<file path="config.mk">
export PLATFORM = sky130hd
export DESIGN_NAME = windowed_deviation_alarm
export DESIGN_NICKNAME = d
export VERILOG_FILES = /design/src/rtl/wda_pkg.sv /design/src/rtl/windowed_deviation_alarm.sv /design/src/rtl/wda_ctrl.sv /design/src/rtl/wda_datapath.sv
export SDC_FILE = /design/constraint.sdc
export NUM_CORES = 2
export LEC_CHECK = 0
export BUFFER_PORTS_ARGS = -buffer_cell sky130_fd_sc_hd__buf_2
export CAP_MARGIN = 10
export CORE_MARGIN = 2
export CORE_UTILIZATION = 65
export DETAILED_ROUTE_END_ITERATION = 10
export PLACE_DENSITY = 0.82
export SKIP_LAST_GASP = 1
export SLEW_MARGIN = 20
export SYNTH_ARGS = -nofsm -noshare
export SYNTH_HDL_FRONTEND = slang
export SYNTH_HIERARCHICAL = 1
export SYNTH_SLANG_ARGS = --single-unit
</file>
<file path="constraint.sdc">
create_clock -name clk_i -period 7.75 [get_ports clk_i]
set_input_delay 0.3875 -clock clk_i [delete_from_list [all_inputs] [get_ports clk_i]]
set_output_delay 0.3875 -clock clk_i [all_outputs]
set_load 0.005 [all_outputs]
</file>
<file path="src/rtl/wda_pkg.sv">
package wda_pkg;

  localparam int unsigned MAX_WINDOW_PAIRS = 512;

  localparam int unsigned SAMPLE_W = 8;
  localparam int unsigned CNT_W    = 10;
  localparam int unsigned THR_W    = 8;
  localparam int unsigned SUM_W    = 18;
  localparam int unsigned SQ_ACC_W = 27;
  localparam int unsigned SQ_OUT_W = 26;
  localparam int unsigned N_W      = CNT_W + 1;
  localparam int unsigned LHS_W    = N_W + SQ_ACC_W;
  localparam int unsigned S2_W     = 2 * SUM_W;
  localparam int unsigned TN_W     = THR_W + N_W;
  localparam int unsigned LIM_W    = 2 * TN_W;

  localparam int unsigned CNT_MAX   = (1 << CNT_W) - 1;
  localparam int unsigned PAIRS_CAP =
      (MAX_WINDOW_PAIRS > CNT_MAX) ? CNT_MAX : MAX_WINDOW_PAIRS;

  localparam int unsigned PAIRS_RESET = 400;
  localparam int unsigned THR_RESET   = 20;

  localparam int unsigned CFG_IDX_W = 2;
  localparam int unsigned CFG_DATA_W = 10;
  localparam logic [CFG_IDX_W-1:0] CFG_WINDOW_PAIRS        = 2'd0;
  localparam logic [CFG_IDX_W-1:0] CFG_DEVIATION_THRESHOLD = 2'd1;

  localparam int unsigned IN_DATA_W  = 16;
  localparam int unsigned OUT_DATA_W = 48;

  typedef struct packed {
    logic acc_en;
    logic close;
    logic mul_en;
    logic sub_en;
    logic out_load;
  } cmd_t;

endpackage

</file>
<file path="src/rtl/windowed_deviation_alarm.sv">
// Windowed deviation alarm. Each request carries one X and one Y accelerometer byte;
// the block adds both to a running sum and sum of squares and counts pairs. When the
// configured number of pairs is reached it emits one result with the window sum, the
// sum of squares and an alarm bit that is set when the population standard deviation
// exceeds the threshold, tested exactly as N*sumsq - sum^2 > (thr*N)^2 with
// N = 2 * pairs, and it clears its accumulators. A window length of zero acts as one,
// one above 512 as 512. Samples inside a window are taken one per cycle. The sample
// that closes a window is accumulated and then occupies the block through the
// multiply, subtract and compare steps of the datapath; the next request is taken
// once the result has moved to the output register, a move that waits only while
// an earlier result is still held there. Configuration writes are always ready and
// should be issued while no window result is pending.
module windowed_deviation_alarm (
  input  logic                              clk_i,
  input  logic                              rst_ni,
  input  logic                              s_axis_tvalid_i,
  output logic                              s_axis_tready_o,
  // [7:0] x_sample, [15:8] y_sample
  input  logic [wda_pkg::IN_DATA_W-1:0]     s_axis_tdata_i,
  output logic                              m_axis_tvalid_o,
  input  logic                              m_axis_tready_i,
  // [0] alarm, [18:1] window_sum, [44:19] window_square_sum, [47:45] zero
  output logic [wda_pkg::OUT_DATA_W-1:0]    m_axis_tdata_o,
  input  logic                              cfg_valid_i,
  output logic                              cfg_ready_o,
  input  logic [wda_pkg::CFG_IDX_W-1:0]     cfg_index_i,
  input  logic [wda_pkg::CFG_DATA_W-1:0]    cfg_data_i
);

  localparam int unsigned PAD_W = wda_pkg::OUT_DATA_W - 1 - wda_pkg::SUM_W -
                                  wda_pkg::SQ_OUT_W;

  logic [wda_pkg::CNT_W-1:0]    window_pairs_q, window_pairs_d;
  logic [wda_pkg::THR_W-1:0]    threshold_q, threshold_d;
  wda_pkg::cmd_t                cmd;
  logic                         close_hit;
  logic                         alarm;
  logic [wda_pkg::SUM_W-1:0]    window_sum;
  logic [wda_pkg::SQ_OUT_W-1:0] window_square_sum;

  assign cfg_ready_o = 1'b1;

  always_comb begin
    window_pairs_d = window_pairs_q;
    threshold_d    = threshold_q;
    if (cfg_valid_i) begin
      unique case (cfg_index_i)
        wda_pkg::CFG_WINDOW_PAIRS: begin
          window_pairs_d = cfg_data_i[wda_pkg::CNT_W-1:0];
        end
        wda_pkg::CFG_DEVIATION_THRESHOLD: begin
          threshold_d = cfg_data_i[wda_pkg::THR_W-1:0];
        end
        default: begin
        end
      endcase
    end
  end

  always_ff @(posedge clk_i or negedge rst_ni) begin
    if (!rst_ni) begin
      window_pairs_q <= wda_pkg::CNT_W'(wda_pkg::PAIRS_RESET);
      threshold_q    <= wda_pkg::THR_W'(wda_pkg::THR_RESET);
    end else begin
      window_pairs_q <= window_pairs_d;
      threshold_q    <= threshold_d;
    end
  end

  wda_ctrl u_ctrl (
    .clk_i       (clk_i),
    .rst_ni      (rst_ni),
    .in_valid_i  (s_axis_tvalid_i),
    .in_ready_o  (s_axis_tready_o),
    .out_valid_o (m_axis_tvalid_o),
    .out_ready_i (m_axis_tready_i),
    .close_hit_i (close_hit),
    .cmd_o       (cmd)
  );

  wda_datapath u_datapath (
    .clk_i                 (clk_i),
    .rst_ni                (rst_ni),
    .cmd_i                 (cmd),
    .x_sample_i            (s_axis_tdata_i[wda_pkg::SAMPLE_W-1:0]),
    .y_sample_i            (s_axis_tdata_i[2*wda_pkg::SAMPLE_W-1:wda_pkg::SAMPLE_W]),
    .window_pairs_i        (window_pairs_q),
    .deviation_threshold_i (threshold_q),
    .close_hit_o           (close_hit),
    .alarm_o               (alarm),
    .window_sum_o          (window_sum),
    .window_square_sum_o   (window_square_sum)
  );

  assign m_axis_tdata_o = {{PAD_W{1'b0}}, window_square_sum, window_sum, alarm};

endmodule

</file>
<file path="src/rtl/wda_ctrl.sv">
module wda_ctrl (
  input  logic          clk_i,
  input  logic          rst_ni,
  input  logic          in_valid_i,
  output logic          in_ready_o,
  output logic          out_valid_o,
  input  logic          out_ready_i,
  input  logic          close_hit_i,
  output wda_pkg::cmd_t cmd_o
);

  localparam logic [1:0] S_ACC = 2'd0;
  localparam logic [1:0] S_MUL = 2'd1;
  localparam logic [1:0] S_SUB = 2'd2;
  localparam logic [1:0] S_CMP = 2'd3;

  logic [1:0] state_q, state_d;
  logic       out_valid_q, out_valid_d;

  always_comb begin
    state_d    = state_q;
    cmd_o      = '0;
    in_ready_o = 1'b0;
    unique case (state_q)
      S_ACC: begin
        in_ready_o   = 1'b1;
        cmd_o.acc_en = in_valid_i;
        if (in_valid_i && close_hit_i) begin
          cmd_o.close = 1'b1;
          state_d     = S_MUL;
        end
      end
      S_MUL: begin
        cmd_o.mul_en = 1'b1;
        state_d      = S_SUB;
      end
      S_SUB: begin
        cmd_o.sub_en = 1'b1;
        state_d      = S_CMP;
      end
      S_CMP: begin
        if (!out_valid_q || out_ready_i) begin
          cmd_o.out_load = 1'b1;
          state_d        = S_ACC;
        end
      end
      default: begin
        state_d = S_ACC;
      end
    endcase
  end

  always_comb begin
    out_valid_d = out_valid_q;
    if (cmd_o.out_load) begin
      out_valid_d = 1'b1;
    end else if (out_ready_i) begin
      out_valid_d = 1'b0;
    end
  end

  always_ff @(posedge clk_i or negedge rst_ni) begin
    if (!rst_ni) begin
      state_q     <= S_ACC;
      out_valid_q <= 1'b0;
    end else begin
      state_q     <= state_d;
      out_valid_q <= out_valid_d;
    end
  end

  assign out_valid_o = out_valid_q;

`ifndef SYNTH
  a_close_starts_mul: assert property (@(posedge clk_i) disable iff (!rst_ni)
    (in_valid_i && in_ready_o && close_hit_i) |=> (state_q == S_MUL))
    else $error("window close did not start the alarm computation");

  a_no_overwrite: assert property (@(posedge clk_i) disable iff (!rst_ni)
    cmd_o.out_load |-> (!out_valid_q || out_ready_i))
    else $error("pending result overwritten");

  a_no_accum_busy: assert property (@(posedge clk_i) disable iff (!rst_ni)
    (state_q != S_ACC) |-> (!cmd_o.acc_en && !cmd_o.close))
    else $error("sample accumulated during alarm computation");
`endif

endmodule

</file>
<file path="src/rtl/wda_datapath.sv">
module wda_datapath (
  input  logic                            clk_i,
  input  logic                            rst_ni,
  input  wda_pkg::cmd_t                   cmd_i,
  input  logic [wda_pkg::SAMPLE_W-1:0]    x_sample_i,
  input  logic [wda_pkg::SAMPLE_W-1:0]    y_sample_i,
  input  logic [wda_pkg::CNT_W-1:0]       window_pairs_i,
  input  logic [wda_pkg::THR_W-1:0]       deviation_threshold_i,
  output logic                            close_hit_o,
  output logic                            alarm_o,
  output logic [wda_pkg::SUM_W-1:0]       window_sum_o,
  output logic [wda_pkg::SQ_OUT_W-1:0]    window_square_sum_o
);

  localparam int unsigned SQ_SMP_W = 2 * wda_pkg::SAMPLE_W;

  logic [wda_pkg::CNT_W-1:0]    pair_count_q, pair_count_d;
  logic [wda_pkg::SUM_W-1:0]    sum_acc_q, sum_acc_d;
  logic [wda_pkg::SQ_ACC_W-1:0] sq_acc_q, sq_acc_d;
  logic [wda_pkg::CNT_W-1:0]    pairs_eff;
  logic [SQ_SMP_W-1:0]          x_sq, y_sq;
  logic [wda_pkg::SUM_W-1:0]    sum_next;
  logic [wda_pkg::SQ_ACC_W-1:0] sq_next;
  logic [wda_pkg::CNT_W-1:0]    count_next;

  logic [wda_pkg::SUM_W-1:0]    sum_op_q;
  logic [wda_pkg::SQ_ACC_W-1:0] sq_op_q;
  logic [wda_pkg::N_W-1:0]      n_q;
  logic [wda_pkg::LHS_W-1:0]    lhs_q;
  logic [wda_pkg::S2_W-1:0]     s2_q;
  logic [wda_pkg::TN_W-1:0]     tn_q;
  logic [wda_pkg::LIM_W-1:0]    lim_q;
  logic [wda_pkg::LHS_W-1:0]    diff_q;
  logic                         pos_q;
  logic                         alarm_q;
  logic [wda_pkg::SUM_W-1:0]    out_sum_q;
  logic [wda_pkg::SQ_OUT_W-1:0] out_sq_q;

  always_comb begin
    pairs_eff = window_pairs_i;
    if (window_pairs_i == '0) begin
      pairs_eff = wda_pkg::CNT_W'(1);
    end else if (window_pairs_i > wda_pkg::CNT_W'(wda_pkg::PAIRS_CAP)) begin
      pairs_eff = wda_pkg::CNT_W'(wda_pkg::PAIRS_CAP);
    end
  end

  assign x_sq       = {{wda_pkg::SAMPLE_W{1'b0}}, x_sample_i} *
                      {{wda_pkg::SAMPLE_W{1'b0}}, x_sample_i};
  assign y_sq       = {{wda_pkg::SAMPLE_W{1'b0}}, y_sample_i} *
                      {{wda_pkg::SAMPLE_W{1'b0}}, y_sample_i};
  assign sum_next   = sum_acc_q + wda_pkg::SUM_W'(x_sample_i) + wda_pkg::SUM_W'(y_sample_i);
  assign sq_next    = sq_acc_q + wda_pkg::SQ_ACC_W'(x_sq) + wda_pkg::SQ_ACC_W'(y_sq);
  assign count_next = pair_count_q + wda_pkg::CNT_W'(1);
  assign close_hit_o = (count_next >= pairs_eff);

  always_comb begin
    pair_count_d = pair_count_q;
    sum_acc_d    = sum_acc_q;
    sq_acc_d     = sq_acc_q;
    if (cmd_i.close) begin
      pair_count_d = '0;
      sum_acc_d    = '0;
      sq_acc_d     = '0;
    end else if (cmd_i.acc_en) begin
      pair_count_d = count_next;
      sum_acc_d    = sum_next;
      sq_acc_d     = sq_next;
    end
  end

  always_ff @(posedge clk_i or negedge rst_ni) begin
    if (!rst_ni) begin
      pair_count_q <= '0;
      sum_acc_q    <= '0;
      sq_acc_q     <= '0;
    end else begin
      pair_count_q <= pair_count_d;
      sum_acc_q    <= sum_acc_d;
      sq_acc_q     <= sq_acc_d;
    end
  end

  always_ff @(posedge clk_i) begin
    if (cmd_i.close) begin
      sum_op_q <= sum_next;
      sq_op_q  <= sq_next;
      n_q      <= {pairs_eff, 1'b0};
    end
    if (cmd_i.mul_en) begin
      lhs_q <= wda_pkg::LHS_W'(n_q) * wda_pkg::LHS_W'(sq_op_q);
      s2_q  <= wda_pkg::S2_W'(sum_op_q) * wda_pkg::S2_W'(sum_op_q);
      tn_q  <= wda_pkg::TN_W'(deviation_threshold_i) * wda_pkg::TN_W'(n_q);
    end
    if (cmd_i.sub_en) begin
      lim_q  <= wda_pkg::LIM_W'(tn_q) * wda_pkg::LIM_W'(tn_q);
      pos_q  <= (lhs_q > wda_pkg::LHS_W'(s2_q));
      diff_q <= lhs_q - wda_pkg::LHS_W'(s2_q);
    end
    if (cmd_i.out_load) begin
      alarm_q   <= pos_q && (wda_pkg::LIM_W'(diff_q) > lim_q);
      out_sum_q <= sum_op_q;
      out_sq_q  <= sq_op_q[wda_pkg::SQ_OUT_W-1:0];
    end
  end

  assign alarm_o             = alarm_q;
  assign window_sum_o        = out_sum_q;
  assign window_square_sum_o = out_sq_q;

`ifndef SYNTH
  a_clear_after_close: assert property (@(posedge clk_i) disable iff (!rst_ni)
    cmd_i.close |=> (sum_acc_q == '0 && sq_acc_q == '0 && pair_count_q == '0))
    else $error("accumulators not cleared at window close");
`endif

endmodule
</file>
* Word level (Yosys, flattened, before mapping)
Cells that the tools add are included.
** Storage, ports and cells
- Input port bits :: 33
- Register bits :: 344
- Output and inout port bits :: 51
** Cells by class
- Order comparisons :: 4
- Eq/ne operators :: 6
- Muxes and demuxes :: 20
- Multiply operators :: 6
- Add/sub/neg operators :: 6
- Reduce and logical (&&, ||, !) cells :: 12
** Operators by type and width (count)
- 18-bit by 18-bit multiplier with 36-bit output :: 2
- 27-bit by 16-bit adder with 27-bit output :: 2
- 27-bit two-way mux :: 2
- 10-bit two-way mux :: 4
- 38-bit by 36-bit > comparator with 1-bit output :: 1
- 38-bit > comparator :: 1
- 38-bit by 36-bit subtractor with 38-bit output :: 1
- 10-bit by 27-bit multiplier with 37-bit output :: 1
- 18-bit by 8-bit adder with 18-bit output :: 2
- 18-bit two-way mux :: 2
- 8-bit by 8-bit multiplier with 16-bit output :: 2
- 8-bit by 10-bit multiplier with 18-bit output :: 1
- 10-bit by 1-bit adder with 10-bit output (second input constant) :: 1
- 10-bit >= comparator :: 1
- 10-bit > comparator (second input constant) :: 1
- 10-bit logical NOT :: 1
- 1-bit two-way mux :: 8
- 2-bit one-hot mux with 4 select lines :: 1
- 2-bit two-way mux :: 3
- 2-bit AND reduction :: 3
- 2-bit by 1-bit equality test with 1-bit output (second input constant) :: 2
- 2-bit equality test (second input constant) :: 2
- 2-bit logical NOT :: 2
- 2-bit by 1-bit != test with 1-bit output (second input constant) :: 2
- other kinds (4) :: 6

* Depth between registers and ports, before layout
- Word-level depth :: 9
- Gate-level depth with buffers :: 27

* Hierarchy
The synthesis kept the hierarchy.
** Modules (own cells, without submodules)
- wda_datapath :: cells an instance 4888, area an instance 47468.0 µm², sequential area each 9303.9 µm², instances 1
- windowed_deviation_alarm :: cells an instance 46, area an instance 748.2 µm², sequential area each 456.7 µm², instances 1
- wda_ctrl :: cells an instance 22, area an instance 240.2 µm², sequential area each 75.1 µm², instances 1

* Worst setup path before layout
Ideal clock, no wire load.
- Path kind :: register to register
- Start :: register u_datapath/sum_op_q[4] in the netlist's numbering
- End :: register u_datapath/s2_q[33] in the netlist's numbering (data pin)
- Buffers on the path :: 2
- Data required time :: 7.495 ns
- Setup time :: 0.255 ns
- Stages on the path, launching flop included :: 26
- Arrival :: 6.227 ns
- Setup slack :: 1.268 ns
- Path through :: edfxtp_1 clkbuf_1 clkbuf_1 nand2_1 fa_1 inv_1 fa_1 inv_1 fa_1 fa_1 inv_1 fa_1 inv_1 fa_1 inv_1 ha_1 nand3_1 nor3b_1 o31a_1 o41ai_4 o21a_1 nand2_1 a21oi_2 o21bai_1 or4_1 and3_1
** Between the ends
- Word-level cells in the longest chain between the ends :: 1
** Ends and longest elaborated chain
- start, declared :: line wda_datapath.sv:26 : logic [wda_pkg::SUM_W-1:0] sum_op_q;
- start signal, assigned :: line wda_datapath.sv:86 : sum_op_q <= sum_next;
- 18-bit by 18-bit multiplier with 36-bit output :: line wda_datapath.sv:92 : s2_q <= wda_pkg::S2_W'(sum_op_q) * wda_pkg::S2_W'(sum_op_q);
- end signal, assigned :: line wda_datapath.sv:92
- end, declared :: line wda_datapath.sv:30 : logic [wda_pkg::S2_W-1:0] s2_q;
Every way passes these cells.
A chain may end at the register's enable or synchronous reset.

* Worst setup path in the final report
- Start :: register u_datapath/tn_q[6] in the netlist's numbering
- End :: register u_datapath/lim_q[37] in the netlist's numbering (data pin)
** Between the ends
- Word-level cells in the longest chain between the ends :: 1
** Ends and longest elaborated chain
- start, declared :: line wda_datapath.sv:31 : logic [wda_pkg::TN_W-1:0] tn_q;
- start signal, assigned :: line wda_datapath.sv:93 : tn_q <= wda_pkg::TN_W'(deviation_threshold_i) * wda_pkg::TN_W'(n_q);
- 18-bit by 18-bit multiplier with 36-bit output :: line wda_datapath.sv:96 : lim_q <= wda_pkg::LIM_W'(tn_q) * wda_pkg::LIM_W'(tn_q);
- end signal, assigned :: line wda_datapath.sv:96
- end, declared :: line wda_datapath.sv:32 : logic [wda_pkg::LIM_W-1:0] lim_q;
Every way passes these cells.

==> impl_metrics.py <==
metrics = {
    "run_status": {
        "status": "completed",
    },
    "clock_network": {
        "cts_buffers": 40,
        "post_cts_resized": 0,
        "post_cts_buffers": 0,
        "clock_latency_ns": 0.58,
        "clk_path_buf_depth": 3,
        "cts-htree-levels": 2,
        "cts_tree": "yes",
        "cts_root_buf": "clkbuf_16",
        "clkSinkCount": 340,
        "path_clk_slew_ns": 0.07,
    },
    "place": {
        "gp_congestion": 0.904,
        "dp_hpwl_mm": 83.1,
        "placed_cell_area_um2": 49700,
        "port_buffers": 79,
    },
    "global_route": {
        "antenna_found_initial": 2,
        "grtUsageTotal_pct": 28.6,
        "grt_pass1_wl_mm": 176,
        "first_global_vias": 36100,
        "overflow": 0,
        "grt_max_degree": 75,
    },
    "route": {
        "top_layer_used": "met5",
        "route.detailed.drc": 0,
        "wl_met3_mm": 6.53,
        "avgRoutedWirePerCell_um": 17.7,
        "drt-initial-drc-count": 2085,
        "via_count": 33200,
        "wl_met2_mm": 53.0,
        "drt_pass1_iterations": 5,
        "drt-met1-wl_mm": 41.7,
        "viasPerCell": 5.58,
        "antenna_left": 0,
        "drt_wl_total_mm": 105,
    },
    "yosys": {
        "ys_seq_elements": 340,
        "synth_top_area_cell": "fa_1",
        "ys_seq_area_share_pct": 20.3,
        "synth_top_area_share_pct": 32.1,
        "synth-edff-count": 264,
        "avgSynthCellArea_um2": 9.78,
        "synthArstFlopShare_pct": 22.4,
        "syn-cell-area_um2": 48500,
        "yosysWarnings": 6,
        "netlist_instances": 4956,
        "synthDistinctLibCells": 78,
        "yosys-top-cells-area": "fa_1 (32%), edfxtp_1 (16%), ha_1 (13%)",
        "synth_flop_cell": "edfxtp_1",
    },
    "hold_path": {
        "hold_path.class": "in -> reg",
    },
    "timing": {
        "fin_tns_setup_ns": 0,
        "finClkSkew_ns": 0.0288,
        "fin_crit_sh_pct": 89.0,
        "setup_violations": 0,
        "worstMarginPinSlew_ns": 1.05,
        "slew_viol_final": 0,
        "max_freq_mhz": 145,
        "fin_crit_ns": 6.90,
        "rsz0062_at_grt": "false",
        "relSlewSlack_pct": 30.2,
        "hold_violations": 0,
    },
    "layout": {
        "drive_gt1_share_pct": 4.52,
        "areaGrowthSynthToFinish_pct": 5.40,
        "num-fill-cells": 5520,
        "final_area_um2": 51100,
        "final_nets": 6259,
    },
    "worst_setup_path": {
        "crit_path_end_kind": "flop",
        "cp.required_ns": 8.07,
        "critPathLaunchType": "flop",
        "worst-setup-path-type": "reg -> reg",
        "path_max_fanout": 19,
        "crit_arrival_ns": 7.22,
    },
    "die": {
        "io_pins": 84,
        "die_area_um2": 76700,
        "rows": 100,
        "core_um2": 74100,
        "start_util_pct": 65.4,
        "die_w_um": 277,
        "die_h_um": 277,
    },
    "job": {
        "max_cap_viol_count": 0,
    },
}
==> cells in the mapped netlist (all sizes together) (6+ instances only) <==
cell type / count
or3: 7
edfxtp: 264
mux2: 22
nand2b: 26
dfrtp: 71
buf: 19
xnor2: 145
mux2i: 30
fa: 778
o21bai: 26
and2: 347
o31ai: 11
a21oi: 172
nor3: 19
nor2: 163
xor2: 88
a21o: 98
and3: 27
o21a: 29
a31oi: 15
nand3: 43
or2: 7
o211ai: 6
inv: 1212
ha: 497
nand2: 456
nand4: 29
nor2b: 35
o21ai: 89
clkbuf: 138
nor4: 7
==> metrics by stage <==
step	cells	utilization, %	worst slack, ns	hold WS (ns)
3_3_place_gp	5876	67.1	1.09	0.294
3_5_place_dp	5876	67.1	0.952	0.292
5_1_grt	5952	68.9	0.577	0.0367
6_report	5953	69.0	0.852	0.0410
4_1_cts	5951	68.9	0.931	0.0120
2_1_floorplan	4958	-	1.27	0.0919
==> worst max-delay path, cell delays in order, from the launching register on <==
cell	delay, ns
edfxtp_1	0.91
nand2_1	0.25
fa_1	0.59
inv_1	0.05
fa_1	0.52
inv_1	0.05
fa_1	0.51
inv_1	0.06
fa_1	0.44
fa_1	0.51
inv_1	0.05
fa_1	0.47
inv_1	0.04
ha_1	0.34
a21o_1	0.18
a21o_1	0.16
a21o_1	0.21
o21ai_0	0.22
o21ai_2	0.15
a221o_1	0.34
a21oi_2	0.23
o211ai_2	0.11
a31oi_2	0.19
xnor2_1	0.08
==> sequential cells by signal, indices dropped and copies added, names as in the netlist <==
register and count:
u_datapath/n_q 10, u_datapath/sq_op_q 27, u_datapath/pos_q 1, window_pairs_q 10
u_datapath/lim_q 35, u_ctrl/out_valid_o 1, u_datapath/pair_count_q 10, threshold_q 8
u_datapath/alarm_o 1, u_datapath/s2_q 35, u_ctrl/state_q 2, u_datapath/sum_acc_q 18
u_datapath/diff_q 38, u_datapath/lhs_q 37, u_datapath/window_square_sum_o 26, u_datapath/tn_q 18
u_datapath/sum_op_q 18, u_datapath/sq_acc_q 27, u_datapath/window_sum_o 18
==> area by class of cell <==
type,count,area (µm²),share of cell area (%)
sequential,340,9840,19.3
antenna,1,2.50,0.00490
timing repair buffer,108,626,1.22
multi-input combinational,3248,33500,65.6
tap,969,1210,2.37
clock inverter,22,224,0.439
clock buffer,52,1130,2.21
inverter,1213,4550,8.91
==> path summary, 6_finish.rpt <==
| kind | from | to | slack, ns | depth (start not counted) |
|---|---|---|---|---|
| min in group asynchronous | rst_ni | u_datapath/sum_acc_q[5]$_DFFE_PN0P_ | 0.24 | 2 |
| max in group asynchronous | rst_ni | threshold_q[1]$_DFFE_PN0P_ | 6.45 | 3 |
| hold reg to reg | window_pairs_q[0]$_DFFE_PN0P_ | window_pairs_q[0]$_DFFE_PN0P_ | 0.51 | 1 |
| hold / removal | cfg_data_i[9] | window_pairs_q[9]$_DFFE_PN0P_ | 0.04 | 2 |
| setup reg to reg | u_datapath/tn_q[6]$_DFFE_PP_ | u_datapath/lim_q[37]$_DFFE_PP_ | 0.85 | 23 |
| setup / recovery | u_datapath/tn_q[6]$_DFFE_PP_ | u_datapath/lim_q[37]$_DFFE_PP_ | 0.85 | 23 |
==> routing by layer <==
metal	vias to the layer above	global-route usage [%]
met5	-	0
met4	2	10.7
met3	295	3.58
met2	1066	50.1
met1	16600	36.5
li1	15300	-
==> kinds of logic after synthesis <==
logic type	synth area share, %
adders and majority gates	45.0
buffers and inverters	10.7
other	0.0155
and+or+nand+nor	12.0
AOI/OAI and AO/OA	6.71
DFF	20.3
xor gates and xnor gates	4.21
muxes	1.14
==> cells in the final DEF, fill, tap and decap left out, types with 5 or more instances in the layout <==
| master | n |
|---|---|
| mux2_2 | 21 |
| a31oi_1 | 14 |
| clkbuf_1 | 8 |
| nor4_1 | 7 |
| dfstp_2 | 5 |
| fa_1 | 778 |
| dfrtp_1 | 71 |
| nand4_1 | 29 |
| a211oi_1 | 5 |
| edfxtp_1 | 264 |
| o21a_1 | 29 |
| nor2b_1 | 34 |
| o31ai_1 | 10 |
| o31a_1 | 5 |
| clkbuf_16 | 44 |
| ha_1 | 495 |
| nor3_1 | 19 |
| o21ai_0 | 87 |
| xnor2_1 | 145 |
| or3_1 | 7 |
| nand2_1 | 456 |
| clkinv_2 | 6 |
| nand2b_1 | 25 |
| and2_1 | 345 |
| nand3_1 | 43 |
| or2_2 | 7 |
| nor2_1 | 163 |
| o21bai_1 | 26 |
| buf_2 | 78 |
| xor2_1 | 88 |
| inv_1 | 1212 |
| a21oi_1 | 170 |
| a21o_1 | 98 |
| mux2i_1 | 30 |
| and3_1 | 26 |
| buf_4 | 28 |
| a41oi_1 | 5 |
==> what timing repair did <==
item	in CTS	in global routing
hold endpoints to repair	18	0
setup endpoints to repair	0	0
hold buffers	1	0
Power is left out: the tool's default activity adds up to more than one toggle a clock period on the data nets, which glitch-free logic cannot reach.
